===== src/ows_pkg.sv =====
// Shared types and constants for the ROM search step block.
package ows_pkg;

    localparam int ROM_BITS_DEF = 64;
    localparam int POS_W        = 7;
    localparam int DISC_W       = 8;
    localparam int ROM_CODE_W   = 64;
    localparam int IN_DATA_W    = 16;
    localparam int OUT_DATA_W   = 72;

    typedef enum logic [0:0] {
        CMD_START = 1'b0,
        CMD_PAIR  = 1'b1
    } t_cmd;

    typedef enum logic [2:0] {
        ST_RUNNING     = 3'd0,
        ST_DONE        = 3'd1,
        ST_NO_DEVICE   = 3'd2,
        ST_DATA_ERROR  = 3'd3,
        ST_NOT_STARTED = 3'd4
    } t_status;

    typedef struct packed {
        t_cmd              cmd;
        logic              device_present;
        logic [DISC_W-1:0] last_discrepancy;
        logic              id_bit;
        logic              complement_bit;
    } t_in_beat;

    typedef struct packed {
        logic                  direction_bit;
        t_status               status;
        logic [POS_W-1:0]      next_discrepancy;
        logic [ROM_CODE_W-1:0] rom_code;
    } t_result;

endpackage


===== src/onewire_rom_search_step_top.sv =====
// Top level of the ROM search step block: input register, search core, result register.
// A beat accepted into the input register waits there until the result register is
// free or being emptied, then passes through the core into the result register.
// Throughput: one beat per cycle while the receiver keeps up; the input register and
// output register decouple the two sides, and one pass of core logic handles each beat.
// Reset (synchronous, active low) empties both registers, clears the ROM and sets
// the saved discrepancy to 255 with no pass active.
module onewire_rom_search_step_top
    import ows_pkg::*;
#(
    parameter int ROM_BITS = ROM_BITS_DEF
) (
    input  logic                  i_clk,
    input  logic                  i_rst_n,
    input  logic                  i_s_axis_tvalid,
    output logic                  o_s_axis_tready,
    // tdata, lowest bit up: device_present[0], last_discrepancy[8:1], id_bit[9],
    // complement_bit[10], zero fill[15:11].
    input  logic [IN_DATA_W-1:0]  i_s_axis_tdata,
    // tuser: command[0] (0 starts a pass, 1 carries a bit pair).
    input  logic                  i_s_axis_tuser,
    output logic                  o_m_axis_tvalid,
    input  logic                  i_m_axis_tready,
    // tdata, lowest bit up: direction_bit[0], next_discrepancy[7:1], rom_code[71:8].
    output logic [OUT_DATA_W-1:0] o_m_axis_tdata,
    // tuser: status[2:0].
    output logic [2:0]            o_m_axis_tuser
);

    // Input register. It holds one beat until the core can hand its result on.
    logic     r_in_valid;
    t_in_beat r_in;

    // Result register.
    logic    r_out_valid;
    t_result r_out;

    logic    w_fire;
    logic    w_in_accept;
    t_result w_result;

    // The core advances whenever a beat is waiting and the result register is
    // free or being emptied in the same cycle.
    assign w_fire          = r_in_valid && (!r_out_valid || i_m_axis_tready);
    assign o_s_axis_tready = !r_in_valid || w_fire;
    assign w_in_accept     = i_s_axis_tvalid && o_s_axis_tready;

    always_ff @(posedge i_clk) begin
        if (!i_rst_n) begin
            r_in_valid <= 1'b0;
        end else if (w_in_accept) begin
            r_in_valid <= 1'b1;
        end else if (w_fire) begin
            r_in_valid <= 1'b0;
        end
    end

    always_ff @(posedge i_clk) begin
        if (w_in_accept) begin
            r_in.cmd              <= t_cmd'(i_s_axis_tuser);
            r_in.device_present   <= i_s_axis_tdata[0];
            r_in.last_discrepancy <= i_s_axis_tdata[8:1];
            r_in.id_bit           <= i_s_axis_tdata[9];
            r_in.complement_bit   <= i_s_axis_tdata[10];
        end
    end

    ows_core #(
        .ROM_BITS (ROM_BITS)
    ) u_core (
        .i_clk    (i_clk),
        .i_rst_n  (i_rst_n),
        .i_fire   (w_fire),
        .i_beat   (r_in),
        .o_result (w_result)
    );

    always_ff @(posedge i_clk) begin
        if (!i_rst_n) begin
            r_out_valid <= 1'b0;
        end else if (w_fire) begin
            r_out_valid <= 1'b1;
        end else if (i_m_axis_tready) begin
            r_out_valid <= 1'b0;
        end
    end

    always_ff @(posedge i_clk) begin
        if (w_fire) begin
            r_out <= w_result;
        end
    end

    assign o_m_axis_tvalid = r_out_valid;
    assign o_m_axis_tdata  = {r_out.rom_code, r_out.next_discrepancy, r_out.direction_bit};
    assign o_m_axis_tuser  = r_out.status;

endmodule


===== src/ows_core.sv =====
// Search state registers and the per-beat direction decision.
module ows_core
    import ows_pkg::*;
#(
    parameter int ROM_BITS = ROM_BITS_DEF
) (
    input  logic     i_clk,
    input  logic     i_rst_n,
    input  logic     i_fire,
    input  t_in_beat i_beat,
    output t_result  o_result
);

    localparam int KW = (ROM_BITS > 1) ? $clog2(ROM_BITS) : 1;
    localparam logic [POS_W-1:0] RomBitsPos = POS_W'(ROM_BITS);

    logic [ROM_BITS-1:0] r_rom,    n_rom;
    logic [POS_W-1:0]    r_pos,    n_pos;
    logic [DISC_W-1:0]   r_saved,  n_saved;
    logic [POS_W-1:0]    r_found,  n_found;
    logic                r_active, n_active;

    logic [POS_W-1:0] w_k_full;
    logic [KW-1:0]    w_k;
    logic             w_old;
    logic             w_dir;
    logic             w_take_one;
    t_status          w_status;

    assign w_k_full   = RomBitsPos - r_pos;
    assign w_k        = w_k_full[KW-1:0];
    assign w_old      = r_rom[w_k];
    assign w_take_one = (r_saved > {1'b0, r_pos})
                        || (w_old && (r_saved != {1'b0, r_pos}));

    always_comb begin
        n_rom    = r_rom;
        n_pos    = r_pos;
        n_saved  = r_saved;
        n_found  = r_found;
        n_active = r_active;
        w_dir    = 1'b0;
        w_status = ST_RUNNING;
        if (i_beat.cmd == CMD_START) begin
            n_found = '0;
            n_saved = i_beat.last_discrepancy;
            if (!i_beat.device_present) begin
                n_active = 1'b0;
                n_pos    = '0;
                w_status = ST_NO_DEVICE;
            end else begin
                n_active = 1'b1;
                n_pos    = RomBitsPos;
            end
        end else if (!r_active || (r_pos == '0) || (r_pos > RomBitsPos)) begin
            n_active = 1'b0;
            w_status = ST_NOT_STARTED;
        end else if (i_beat.id_bit && i_beat.complement_bit) begin
            n_active = 1'b0;
            n_pos    = '0;
            w_status = ST_DATA_ERROR;
        end else begin
            w_dir = i_beat.id_bit;
            if (!i_beat.id_bit && !i_beat.complement_bit && w_take_one) begin
                // Conflict on the bus: follow the one branch and remember where.
                w_dir   = 1'b1;
                n_found = r_pos;
            end
            n_rom[w_k] = w_dir;
            n_pos      = r_pos - POS_W'(1);
            if (n_pos == '0) begin
                n_active = 1'b0;
                w_status = ST_DONE;
            end
        end
    end

    always_comb begin
        o_result.direction_bit    = w_dir;
        o_result.status           = w_status;
        o_result.next_discrepancy = n_found;
        o_result.rom_code         = ROM_CODE_W'(n_rom);
    end

    always_ff @(posedge i_clk) begin
        if (!i_rst_n) begin
            r_rom    <= '0;
            r_pos    <= '0;
            r_saved  <= '1;
            r_found  <= '0;
            r_active <= 1'b0;
        end else if (i_fire) begin
            r_rom    <= n_rom;
            r_pos    <= n_pos;
            r_saved  <= n_saved;
            r_found  <= n_found;
            r_active <= n_active;
        end
    end

    a_active_has_pos : assert property (@(posedge i_clk) disable iff (!i_rst_n)
        r_active |-> (r_pos != '0))
        else $error("active pass with no positions left");

    a_pos_range : assert property (@(posedge i_clk) disable iff (!i_rst_n)
        r_pos <= RomBitsPos)
        else $error("bit position beyond ROM length");

    a_found_range : assert property (@(posedge i_clk) disable iff (!i_rst_n)
        r_found <= RomBitsPos)
        else $error("discrepancy beyond ROM length");

    a_done_idles : assert property (@(posedge i_clk) disable iff (!i_rst_n)
        (i_fire && (w_status == ST_DONE)) |=> !r_active)
        else $error("pass still active after its last position");

endmodule


===== config.mk =====
export PLATFORM = sky130hd
export DESIGN_NAME = onewire_rom_search_step_top
export DESIGN_NICKNAME = d
export VERILOG_FILES = /design/src/ows_pkg.sv /design/src/onewire_rom_search_step_top.sv /design/src/ows_core.sv
export SDC_FILE = /design/constraint.sdc
export NUM_CORES = 1
export LEC_CHECK = 0
export CORE_ASPECT_RATIO = 0.9
export CORE_UTILIZATION = 50
export DETAILED_ROUTE_END_ITERATION = 12
export DONT_BUFFER_PORTS = 1
export SKIP_LAST_GASP = 1
export SLEW_MARGIN = 10
export SYNTH_ARGS = -nofsm -noshare
export SYNTH_HDL_FRONTEND = slang
export SYNTH_SLANG_ARGS = --single-unit

===== constraint.sdc =====
create_clock -name i_clk -period 4.7 [get_ports i_clk]
set_input_delay 0.47 -clock i_clk [delete_from_list [all_inputs] [get_ports i_clk]]
set_output_delay 0.47 -clock i_clk [all_outputs]
set_load 0.05 [all_outputs]

# After elaboration in Yosys (flattened, before gate mapping)
# Cells that the tools add are included.
# word_totals
reg_bits,176
in_bits,21
# op_classes
n_addsub,2
magnitude_cmp,4
n_eq_ne,3
muxes,34
bitwise_logic,1
reduce_logical,25
# ops
cell,n
64-bit two-way mux,3
64-bit bitwise mux,1
7-bit two-way mux,8
1-bit two-way mux,16
7-bit zero test,2
3-bit two-way mux,3
8-bit by 7-bit > comparator with 1-bit output,1
8-bit by 7-bit inequality test with 1-bit output,1
7-bit > comparator (second input constant),1
1-bit logical AND,7
6-bit by 7-bit < comparator with 1-bit output (second input constant),1
7-bit by 1-bit subtractor with 7-bit output (second input constant),1
1-bit binary-select mux with 6-bit select,1
1-bit demux with 6-bit select,1
6-bit by 1-bit >= comparator with 1-bit output (second input constant),1
2-bit AND reduction,3
1-bit by 6-bit subtractor with 6-bit output (first input constant),1
1-bit zero test,5
1-bit logical OR,5
4-bit by 1-bit inequality test with 1-bit output (second input constant),1
2-bit nonzero test,2
3-bit OR reduction,1
2-bit two-way mux,1
2-bit inequality test (second input constant),1
1-bit NOT,1

# Logic depth before layout (Yosys ltp)
# Gate-level depths: netlist (run 1).
# logic_depth
word_depth,14
mapped_depth,17

# By module
# Synthesis (run 1) repeated with hierarchy kept, for this count alone.
# hier_totals
hier_cells,840
hier_area_um2,8104.0
# modules_own_cells
mod,instances,cells_per_inst,area_per_inst_um2,seq_area_each_um2
ows_core,1,744,5387.7,1741.7
onewire_rom_search_step_top,1,96,2716.4,2652.5

# Worst setup path before layout (run 1)
# OpenSTA, ideal clock, no wires.
# synth_timing
path_type,reg2reg
startpoint,"register r_out_valid, in the netlist o_m_axis_tvalid"
endpoint,register u_core.r_pos[4]
setup_ps,115
arrival_time_ps,4410
path_slack_ps,175
path_stages_with_launch,9
n_path_buf,1
synth_period_minus_slack_ps,4525
cell_sequence,dfxtp_1 -> nor2b_1 -> nand2b_1 -> inv_1 -> clkbuf_1 -> nand2_1 -> o21ai_0 -> o21ai_0 -> and2_1
# synth_between
elab_chain_len,4
# synth_rtl
item,line_no,text
from (decl),onewire_rom_search_step_top.sv:35,logic r_out_valid;
from (signal assigned),onewire_rom_search_step_top.sv:80,r_out_valid <= 1'b0;
from (signal assigned),onewire_rom_search_step_top.sv:82,r_out_valid <= 1'b1;
from (signal assigned),onewire_rom_search_step_top.sv:84,r_out_valid <= 1'b0;
1-bit zero test,onewire_rom_search_step_top.sv:44,assign w_fire = r_in_valid && (!r_out_valid || i_m_axis_tready);
1-bit logical OR,onewire_rom_search_step_top.sv:44,
1-bit logical AND,onewire_rom_search_step_top.sv:44,
named net u_core.i_fire,ows_core.sv:9,"input logic i_fire,"
2-bit AND reduction (no source line),n/a,
to (signal assigned),ows_core.sv:94,r_pos <= n_pos;
to (decl),ows_core.sv:18,"logic [POS_W-1:0] r_pos, n_pos;"
# The timed path passes the listed nets, and every way through them passes these cells.
# A chain may end at the register's enable or synchronous reset.

# Worst setup path after layout (run 1)
# layout_timing
startpoint,register u_core.r_pos[1]
endpoint,"register r_out, in the netlist o_m_axis_tdata[39] (data pin)"
# layout_between
elab_chain_len,14
# layout_rtl
item,line_no,text
1-bit by 6-bit subtractor with 6-bit output,ows_core.sv:30,assign w_k_full = RomBitsPos - r_pos;
1-bit binary-select mux with 6-bit select,ows_core.sv:32,assign w_old = r_rom[w_k];
1-bit two-way mux (implied by the code),ows_core.sv:32,
1-bit logical AND,ows_core.sv:34,"|| (w_old && (r_saved != {1'b0, r_pos}));"
1-bit logical OR,ows_core.sv:34,
1-bit logical AND,ows_core.sv:64,if (!i_beat.id_bit && !i_beat.complement_bit && w_take_one) begin
1-bit two-way mux,ows_core.sv:64,
1-bit two-way mux,ows_core.sv:58,end else if (i_beat.id_bit && i_beat.complement_bit) begin
1-bit two-way mux,ows_core.sv:55,end else if (!r_active || (r_pos == '0) || (r_pos > RomBitsPos)) begin
1-bit two-way mux,ows_core.sv:44,if (i_beat.cmd == CMD_START) begin
64-bit bitwise mux,ows_core.sv:69,n_rom[w_k] = w_dir;
64-bit two-way mux,ows_core.sv:58,
64-bit two-way mux *,ows_core.sv:55,
64-bit two-way mux *,ows_core.sv:44,
named net u_core.n_rom[31],ows_core.sv:17,"logic [ROM_BITS-1:0] r_rom, n_rom;"
to (signal assigned),onewire_rom_search_step_top.sv:90,r_out <= w_result;
to (decl),onewire_rom_search_step_top.sv:36,t_result r_out;
# The timed path passes the listed nets; every way through them passes the cells marked *. The select of a mux whose other input is x is not followed.

==> reports/results.ini, run 1 <==
[power]
p_leak_nw = 2.91
p_per_area_nw_per_um2 = 364
finalPower_mw = 3.25
irDropWorstVdd_uv = 262

[cts]
post_cts_resize_count = 0
post_cts_buffers = 0
cts.clk_slew.worst_paths_ns = 0.07
htree_levels = 4
clk_latency_ns = 0.43
cts_tree = built
numCtsBuffers = 17
max-clock-path-buffers = 2
cts_sinks = 176
postCtsHoldBufs = 0
cts_root_buf = clkbuf_16

[sta]
tns_ns = 0
final_hold_viol_count = 0
maxSlewHeadroom = 0.380
timing.final.crit_share = 0.911
rsz0062_at_grt = no
tightest_slew_ns = 0.926
max_freq_ghz = 0.233
finalCriticalPeriod_ns = 4.28
skew_ns = 0.00915
setup_viol = 0
slew_viol_final = 0

[worst_setup_path]
critPathMaxStageDelay_ns = 0.71
crit_start = u_core.r_pos[1]
worstPathRequired_ns = 4.83
critPathBufInv = 3
path_delay_family = compound AO/OA/AOI/OAI gates
crit_path_end_kind = flip-flop
crit_path_start_kind = flip-flop
worst_path_most_repeated_cell = inv_1
crit_chain = inv_1 > ha_1 > inv_1 > nor2_1 > a32oi_1 > a41o_1 > a211oi_2 > a21oi_1 > nor2_4 > buf_4 > a31oi_1
worst_ep_arrival_time_ns = 4.42
crit_slowest_cell = nor2_4
crit_type = reg2reg
r2r-start = u_core.r_pos[1]
worstPathMaxFanout = 35

[final_layout]
area_growth_pct = 7.60
final_cell_mix = dfxtp_1 (89), edfxtp_1 (87), a21oi_1 (86), nand2_1 (61), nor2_1 (49)
diodes = 0
finalNetCount = 802
final_common_cell = dfxtp_1
fill_cells = 1405
drive_above_1_share = 0.0981

[routing]
route.detailed.drc = 0
num_vias = 6484
drtIter0Drc = 590
vias_per_cell = 6.54
wl_um = 20900
dr.pass1.iters = 6
ant_nets = 0
wl_per_cell_um = 21.1

[place]
io_buffers = 0
dpl.hpwl_um = 13700
place_congestion = 0.837

[synthesis]
synth_nets = 837
synth-xor-area-share = 0.00709
syn_area_um2 = 8300
syn_inst = 807
synth_cell_types = 60
ys_ff_latch = 176
synth_top_family_by_area = compound AO/OA/AOI/OAI gates
yosys.area_share.simple = 0.121
muxShareOfSynthArea = 0.0300
yosysSeqAreaShare = 0.530
synthAdderAreaFrac = 0.0136
synth_edf_count = 87
async_reset_ff_frac = 0
syn-mean-instance-area_um2 = 10.3
synth_ff_type = dfxtp_1
synth_warnings = 0
synth_compound_area_frac = 0.251

[floorplanning]
num_rows = 44
die_x_um = 138
core_area_um2 = 16200
io_pins = 98
die_area_um2 = 17100
start_util = 0.513
die_y_um = 124

[global_routing]
grt_overflow_total = 0
antenna_found_initial = 0
grt_max_degree = 86
first_global_vias = 5840
grt_pass1_wl_um = 32500
grt_usage = 0.252

[worst_hold_path]
worstHoldPathType = in2reg
worstHoldStart = i_s_axis_tdata[0]

[status]
run_status = complete, no violations

[flow_run]
max_cap_viol_count = 0

==> synthesized netlist by cell type (11+ instances only) <==
master    number  share of area
a21oi_1       86          0.052
a31oi_1       48          0.036
buf_2         15         0.0090
clkbuf_1      49          0.022
dfxtp_1       89           0.21
edfxtp_1      87           0.31
inv_1         12         0.0054
nand2_1       61          0.028
nand3_1       24          0.014
nor2_1        50          0.023
o21ai_0       35          0.021
o21ai_1       11         0.0066
o21bai_1      46          0.042
o311a_1       45          0.054
o31ai_1       12          0.011
==> path summary, 6_finish.rpt <==
check                                     endpoint  slack, ns  cells after the start
worst max-delay path            o_m_axis_tdata[39]       0.42                     11
worst min-delay path                      r_in[10]       0.13                      0
worst max register to register  o_m_axis_tdata[39]       0.42                     11
worst min register to register   u_core.r_saved[2]       0.46                      2
==> sequential cells by signal, summed over array words and instances (netlist names) <==
signal / count
o_m_axis_tdata: 72
u_core.r_rom: 64
u_core.r_saved: 8
u_core.r_active: 1
u_core.r_found: 7
r_in: 12
u_core.r_pos: 7
o_m_axis_tuser: 3
o_m_axis_tvalid: 1
r_in_valid: 1
==> kinds of logic (layout without fill, tap and decap cells) <==
family                     count (synthesis)  after routing
AOI/OAI and AO/OA                        311            311
and+or+nand+nor                          203            203
DFF                                      176            176
buffers and inverters                     87             65
muxes                                     16             16
adders and majority gates                  9              9
xor gates and xnor gates                   5              5
==> power by group <==
group | switching, mW | internal, mW
clock network | 0.614 | 0.680
registers | 0.109 | 1.65
logic | 0.147 | 0.0562
==> cell type report <==
cell class	instances	area [µm²]	area share
inverters	12	46.3	0.00519
multi-input cells	544	3520	0.394
repair buffers	21	170	0.0191
flip-flops and latches	176	4390	0.492
clock buffers	17	425	0.0477
well taps	207	259	0.0290
clock inverters	15	113	0.0126
==> through the flow <==
stage | instance area, µm² | utilization | hold slack (ns) | std cells | setup slack, ns
final | 8930 | 0.551 | 0.129 | 992 | 0.416
after global routing | 8930 | 0.551 | 0.107 | 992 | 0.255
after CTS | 8930 | 0.551 | 0.100 | 992 | 0.561
after detailed placement | 8390 | 0.518 | 0.449 | 960 | 0.579
after global placement | 8390 | 0.518 | 0.447 | 960 | 0.611
after floorplan | 8300 | - | 0.433 | 807 | 0.175
==> layer usage <==
| metal | GRT usage | vias up | routed length, µm |
|---|---|---|---|
| li1 | - | 3018 | - |
| met1 | 0.359 | 3150 | 9730 |
| met2 | 0.382 | 300 | 9570 |
| met3 | 0.0623 | 16 | 1460 |
| met4 | 0.0618 | 0 | 182 |
| met5 | 0 | - | 0 |
Power figures use the tool's default switching activity.
==> run 2: changes to the inputs <==
- CORE_UTILIZATION: 50 -> 35
- CTS_BUF_LIST: default -> sky130_fd_sc_hd__clkbuf_4
- REMOVE_ABC_BUFFERS: default -> 1
==> reports/results.ini, run 2 (synthesized netlist as in run 1, its figures left out) <==
[status]
run_status = finished with violations
violations = DRC

[routing]
dr.pass1.iters = 11  ; +5
wl_per_cell_um = 20.9  ; -0.98%
wl_um = 23200  ; +11%
drtIter0Drc = 750  ; +27%
vias_per_cell = 5.86  ; -10%
route.detailed.drc = 2  ; +2
num_vias = 6494  ; +0.15%
ant_nets = 0  ; unchanged

[cts]
clk_latency_ns = 0.59  ; +0.16 ns
cts_tree = built
numCtsBuffers = 17  ; unchanged
htree_levels = 4  ; unchanged
cts_sinks = 176  ; unchanged
cts_root_buf = clkbuf_4
max-clock-path-buffers = 2  ; unchanged
post_cts_buffers = 0  ; unchanged
cts.clk_slew.worst_paths_ns = 0.15  ; +0.08 ns

[place]
place_congestion = 0.819  ; -2.1%
dpl.hpwl_um = 14100  ; +2.5%
io_buffers = 0  ; unchanged
dp_cells = 1057  ; +10%

[floorplanning]
core_area_um2 = 23300  ; +44%
io_pins = 98  ; unchanged
die_y_um = 148  ; +19%
start_util = 0.356  ; -0.156
die_area_um2 = 24300  ; +42%
num_rows = 53  ; +20%
die_x_um = 164  ; +19%

[sta]
finalCriticalPeriod_ns = 3.92  ; -0.365 ns
maxSlewHeadroom = 0.193  ; -0.187
max_freq_ghz = 0.255  ; +9.3%
skew_ns = 0.0435  ; +0.0343 ns
setup_viol = 0  ; unchanged
timing.final.crit_share = 0.834  ; -0.0777
slew_viol_final = 0  ; unchanged
rsz0062_at_grt = no
tns_ns = 0  ; unchanged
tightest_slew_ns = 1.21  ; +0.280 ns
final_hold_viol_count = 0  ; unchanged

[worst_setup_path]
crit_type = reg2reg
r2r_setup_slack_ns = 0.78  ; +0.36 ns
worstPathMaxFanout = 28  ; -20%
critPathBufInv = 3  ; unchanged
r2r-end = o_m_axis_tdata[47]
path_delay_family = compound AO/OA/AOI/OAI gates
crit_path_start_kind = flip-flop
critPathMaxStageDelay_ns = 0.48  ; -0.23 ns
ff2ff_path_depth = 12  ; +1
worstPathRequired_ns = 5.00  ; +0.17 ns
r2r-start = u_core.r_pos[1]
crit_path_end_kind = flip-flop
crit_start = u_core.r_pos[1]
crit_slowest_cell = a311oi_1
worst_ep_arrival_time_ns = 4.22  ; -0.20 ns
crit_chain = inv_1 > ha_1 > xnor2_2 > buf_4 > a21oi_1 > a311oi_1 > o221ai_1 > a22oi_1 > a21oi_1 > nor2_4 > buf_4 > a31oi_1

[power]
p_leak_nw = 2.88  ; -0.95%
irDropWorstVdd_uv = 142  ; -46%
p_per_area_nw_per_um2 = 315  ; -14%

[worst_hold_path]
worstHoldStart = i_rst_n
worstHoldPathType = in2reg
hold_depth = 2  ; +2
min_to = u_core.r_rom[35]

[global_routing]
grt_max_degree = 47  ; -45%
use_met1 = 0.272  ; -0.0871
use_met2 = 0.293  ; -0.0890
grt_usage = 0.192  ; -0.0595
grt_use_met3 = 0.0485  ; -0.0137
grt_busiest_layer = met2
antenna_found_initial = 3  ; +3
grt_overflow_total = 0  ; unchanged
first_global_vias = 5894  ; +0.92%
grt_pass1_wl_um = 35300  ; +8.8%

[final_layout]
finalNetCount = 822  ; +2.5%
final_common_cell = dfxtp_1
drive_above_1_share = 0.101  ; +0.00253
area_growth_pct = 8.16
fin_cells = 1108  ; +12%
final_cell_mix = dfxtp_1 (89), edfxtp_1 (87), a21oi_1 (86), nand2_1 (61), nor2_1 (49)
largest_reg_flops = 72  ; unchanged

[flow_run]
max_cap_viol_count = 0  ; unchanged

-- run 2: per-stage QoR --
step | area [µm²] | total power [mW] | util | worst slack, ns | hold WS (ns)
CTS | 8970 | 2.85 | 0.385 | 0.792 | 0.000575
floorplan | 7950 | 1.92 | - | -1.84 | 0.431
global placement | 8520 | 1.99 | 0.366 | 0.879 | 0.443
detailed placement | 8520 | 2.00 | 0.366 | 0.821 | 0.441
global route | 8970 | 2.93 | 0.385 | 0.517 | 0.00380
finish | 8970 | 2.82 | 0.385 | 0.781 | 0.0377
-- run 2: final cells by class --
type	instances	area, µm²
tap	302	378
sequential	176	4390
clock inverter	9	87.6
multi-input combinational	544	3530
fill	2257	14300
antenna	1	2.50
timing repair buffer	41	363
clock buffer	23	173
inverter	12	46.3
-- run 2: worst max-delay path by stage --
stage	to	slack (ns)	cells past startpoint
after global routing	o_m_axis_tdata[54]	0.52	12
after floorplan	o_m_axis_tdata[11]	-1.84	10
final	o_m_axis_tdata[47]	0.78	12
after CTS	o_m_axis_tdata[38]	0.79	11
after global placement	o_m_axis_tdata[38]	0.88	12
after detailed placement	o_m_axis_tdata[38]	0.82	11
-- run 2: timing repair --
action                                 4_1_cts  5_1_grt
resized for setup                            0        0
endpoints found under the hold margin       51        0
hold buffers                                18        0
-- run 2: metal layers --
| layer | up-vias | routed length (µm) |
|---|---|---|
| li1 | 3048 | - |
| met1 | 3133 | 10400 |
| met2 | 293 | 10500 |
| met3 | 20 | 1930 |
| met4 | 0 | 257 |
| met5 | - | 0 |
-- run 2: where the power goes --
group | leakage, nW | switching [mW] | internal, mW
clock | 0.139 | 0.535 | 0.299
sequential | 1.55 | 0.111 | 1.65
combinational | 1.19 | 0.167 | 0.0651
total | 2.88 | 0.812 | 2.01
==> run 3: changes to the inputs <==
- clock period: 4.7 -> 3.2 ns (I/O delays scaled with it)
==> reports/results.ini, run 3 (synthesized netlist as in run 1, its figures left out) <==
[status]
run_status = complete, no violations

[worst_setup_path]
crit_path_start_kind = flip-flop
crit_chain = buf_4 > or4_4 > or3_4 > and2_1 > a311oi_1 > a22oi_2 > a21oi_2 > nor2_4 > buf_12 > o31ai_1
worstPathMaxFanout = 24  ; -14%
worst_ep_arrival_time_ns = 3.50  ; -0.72 ns
crit_type = reg2reg
crit_slowest_cell = or4_4
crit_path_end_kind = flip-flop
worstPathRequired_ns = 3.58  ; -1.42 ns
critPathMaxStageDelay_ns = 0.54  ; +0.06 ns

[cts]
htree_levels = 4  ; unchanged
cts_tree = built
cts_root_buf = clkbuf_4
numCtsBuffers = 17  ; unchanged
cts.clk_slew.worst_paths_ns = 0.15  ; about the same
cts_sinks = 176  ; unchanged
max-clock-path-buffers = 2  ; unchanged
clk_latency_ns = 0.61  ; +0.02 ns

[final_layout]
drive_above_1_share = 0.182  ; +0.0818
final_common_cell = dfxtp_1
multi_input_area_um2 = 3610  ; +2.3%
fin_util = 0.414  ; +0.0289
seq_area_um2 = 4390  ; unchanged
fill_cells = 2244  ; -0.58%
largest_reg_flops = 72  ; unchanged
final_cell_mix = dfxtp_1 (89), edfxtp_1 (87), a21oi_1 (85), buf_4 (77), nand2_1 (61)
area_growth_pct = 16.3
fin_cells = 1169  ; +5.5%
finalNetCount = 883  ; +7.4%

[floorplanning]
start_util = 0.356  ; unchanged
die_y_um = 148  ; unchanged
io_pins = 98  ; unchanged
die_area_um2 = 24300  ; unchanged
core_area_um2 = 23300  ; unchanged
num_rows = 53  ; unchanged
die_x_um = 164  ; unchanged

[place]
place_congestion = 0.866  ; +5.8%
dpl.hpwl_um = 15100  ; +7.6%
io_buffers = 0  ; unchanged
dp_cells = 1116  ; +5.6%

[flow_run]
max_cap_viol_count = 0  ; unchanged

[worst_hold_path]
worstHoldPathType = in2reg

[routing]
drtIter0Drc = 712  ; -5.1%
dr.pass1.iters = 5  ; -6
num_vias = 6599  ; +1.6%
route.detailed.drc = 0  ; -2
ant_nets = 0  ; unchanged
vias_per_cell = 5.64  ; -3.7%
wl_um = 22900  ; -1.3%
wl_per_cell_um = 19.5  ; -6.5%

[sta]
setup_viol = 0  ; unchanged
maxSlewHeadroom = 0.563  ; +0.370
finalCriticalPeriod_ns = 3.12  ; -0.796 ns
final_hold_viol_count = 0  ; unchanged
hold_slack_ns = 0.0420  ; +0.00429 ns
skew_ns = 0.0302  ; -0.0133 ns
tightest_slew_ns = 0.650  ; -0.555 ns
timing.final.crit_share = 0.976  ; +0.142
slew_viol_final = 0  ; unchanged
tns_ns = 0  ; unchanged
max_freq_ghz = 0.320  ; +26%

[power]
seq_power_share = 0.595  ; -0.027
swShare = 0.292  ; +0.00432
power_frac_clock = 0.306  ; +0.011
p_comb_frac = 0.099  ; +0.017
irDropWorstVdd_uv = 294  ; +110%
internal-power_mw = 3.06  ; +52%
p_leak_nw = 3.24  ; +12%
p_per_area_nw_per_um2 = 448  ; +42%
switchingPower_mw = 1.26  ; +55%

[global_routing]
antenna_found_initial = 1  ; -2
grt_overflow_total = 0  ; unchanged
grt_busiest_layer = met2
use_met1 = 0.267  ; -0.00500
grt_usage = 0.194  ; +0.00141
grt_use_met3 = 0.0457  ; -0.00279
grt_max_degree = 83  ; +77%
grt_pass1_wl_um = 35500  ; +0.57%
first_global_vias = 5995  ; +1.7%
use_met2 = 0.301  ; +0.00738

-- run 3: cell types whose count changed in the layout (fill, tap and decap cells not counted), moves of 2 or more --
cell / delta
nand3_1: -4
nand3_2: +4
clkinvlp_4: -3
dlygate4sd3_1: -3
buf_12: +7
inv_8: +3
clkbuf_4: -6
or2_1: -2
clkinv_2: +3
buf_4: +54
-- run 3: area by class of cell --
class / instances / area share
antenna: 1 / 0.000259
clock buffer: 17 / 0.0132
clock inverter: 15 / 0.0162
inverter: 12 / 0.00480
multi-input combinational: 544 / 0.374
sequential: 176 / 0.456
tap: 302 / 0.0392
timing repair buffer: 102 / 0.0966
-- run 3: critical path: cells and delay by family, from the launching register on --
| kind | cells | cell delay [ns] |
|---|---|---|
| DFF | 1 | 0.34 |
| AOI/OAI and AO/OA | 4 | 1.03 |
| buffers and inverters | 2 | 0.36 |
| and+or+nand+nor | 4 | 1.19 |
-- run 3: path summary, 6_finish.rpt --
check	from	end	slack [ns]	cells past startpoint
worst max register to register	u_core.r_pos[0]	o_m_axis_tdata[59]	0.08	10
worst max-delay path	u_core.r_pos[0]	o_m_axis_tdata[59]	0.08	10
worst min register to register	r_in[9]	u_core.r_saved[7]	0.46	2
worst min-delay path	i_rst_n	u_core.r_saved[5]	0.04	2
-- run 3: per-stage QoR --
step / power [mW] / setup WS, ns / cell area [µm²]
final: 4.32 / 0.0775 / 9650
after detailed placement: 2.99 / -0.125 / 9060
after global placement: 2.99 / -0.0582 / 9060
after CTS: 4.34 / 0.0508 / 9550
after floorplan: 2.81 / -3.34 / 7950
after global routing: 4.50 / -0.0101 / 9650
-- run 3: timing repair --
item                       in CTS  in global routing
setup endpoints to repair      51                 56
hold buffers                   15                  0
buffers inserted                0                  5
pin swaps                       0                  3
gates resized for setup         5                 14
hold endpoints to repair       94                  0
-- run 3: power groups by stage --
stage          Combinational [mW]  Clock [mW]  Sequential [mW]
5_1_grt                     0.462        1.46             2.58
3_3_place_gp                0.371           0             2.62
4_1_cts                     0.411        1.36             2.57
6_report                    0.427        1.32             2.57
2_1_floorplan               0.190           0             2.62
3_5_place_dp                0.373           0             2.62
-- run 3: metal layers --
layer	vias to the layer above	routed length, µm
li1	3177	-
met3	32	1560
met1	3139	10300
met2	251	10600
met5	-	0
met4	0	389
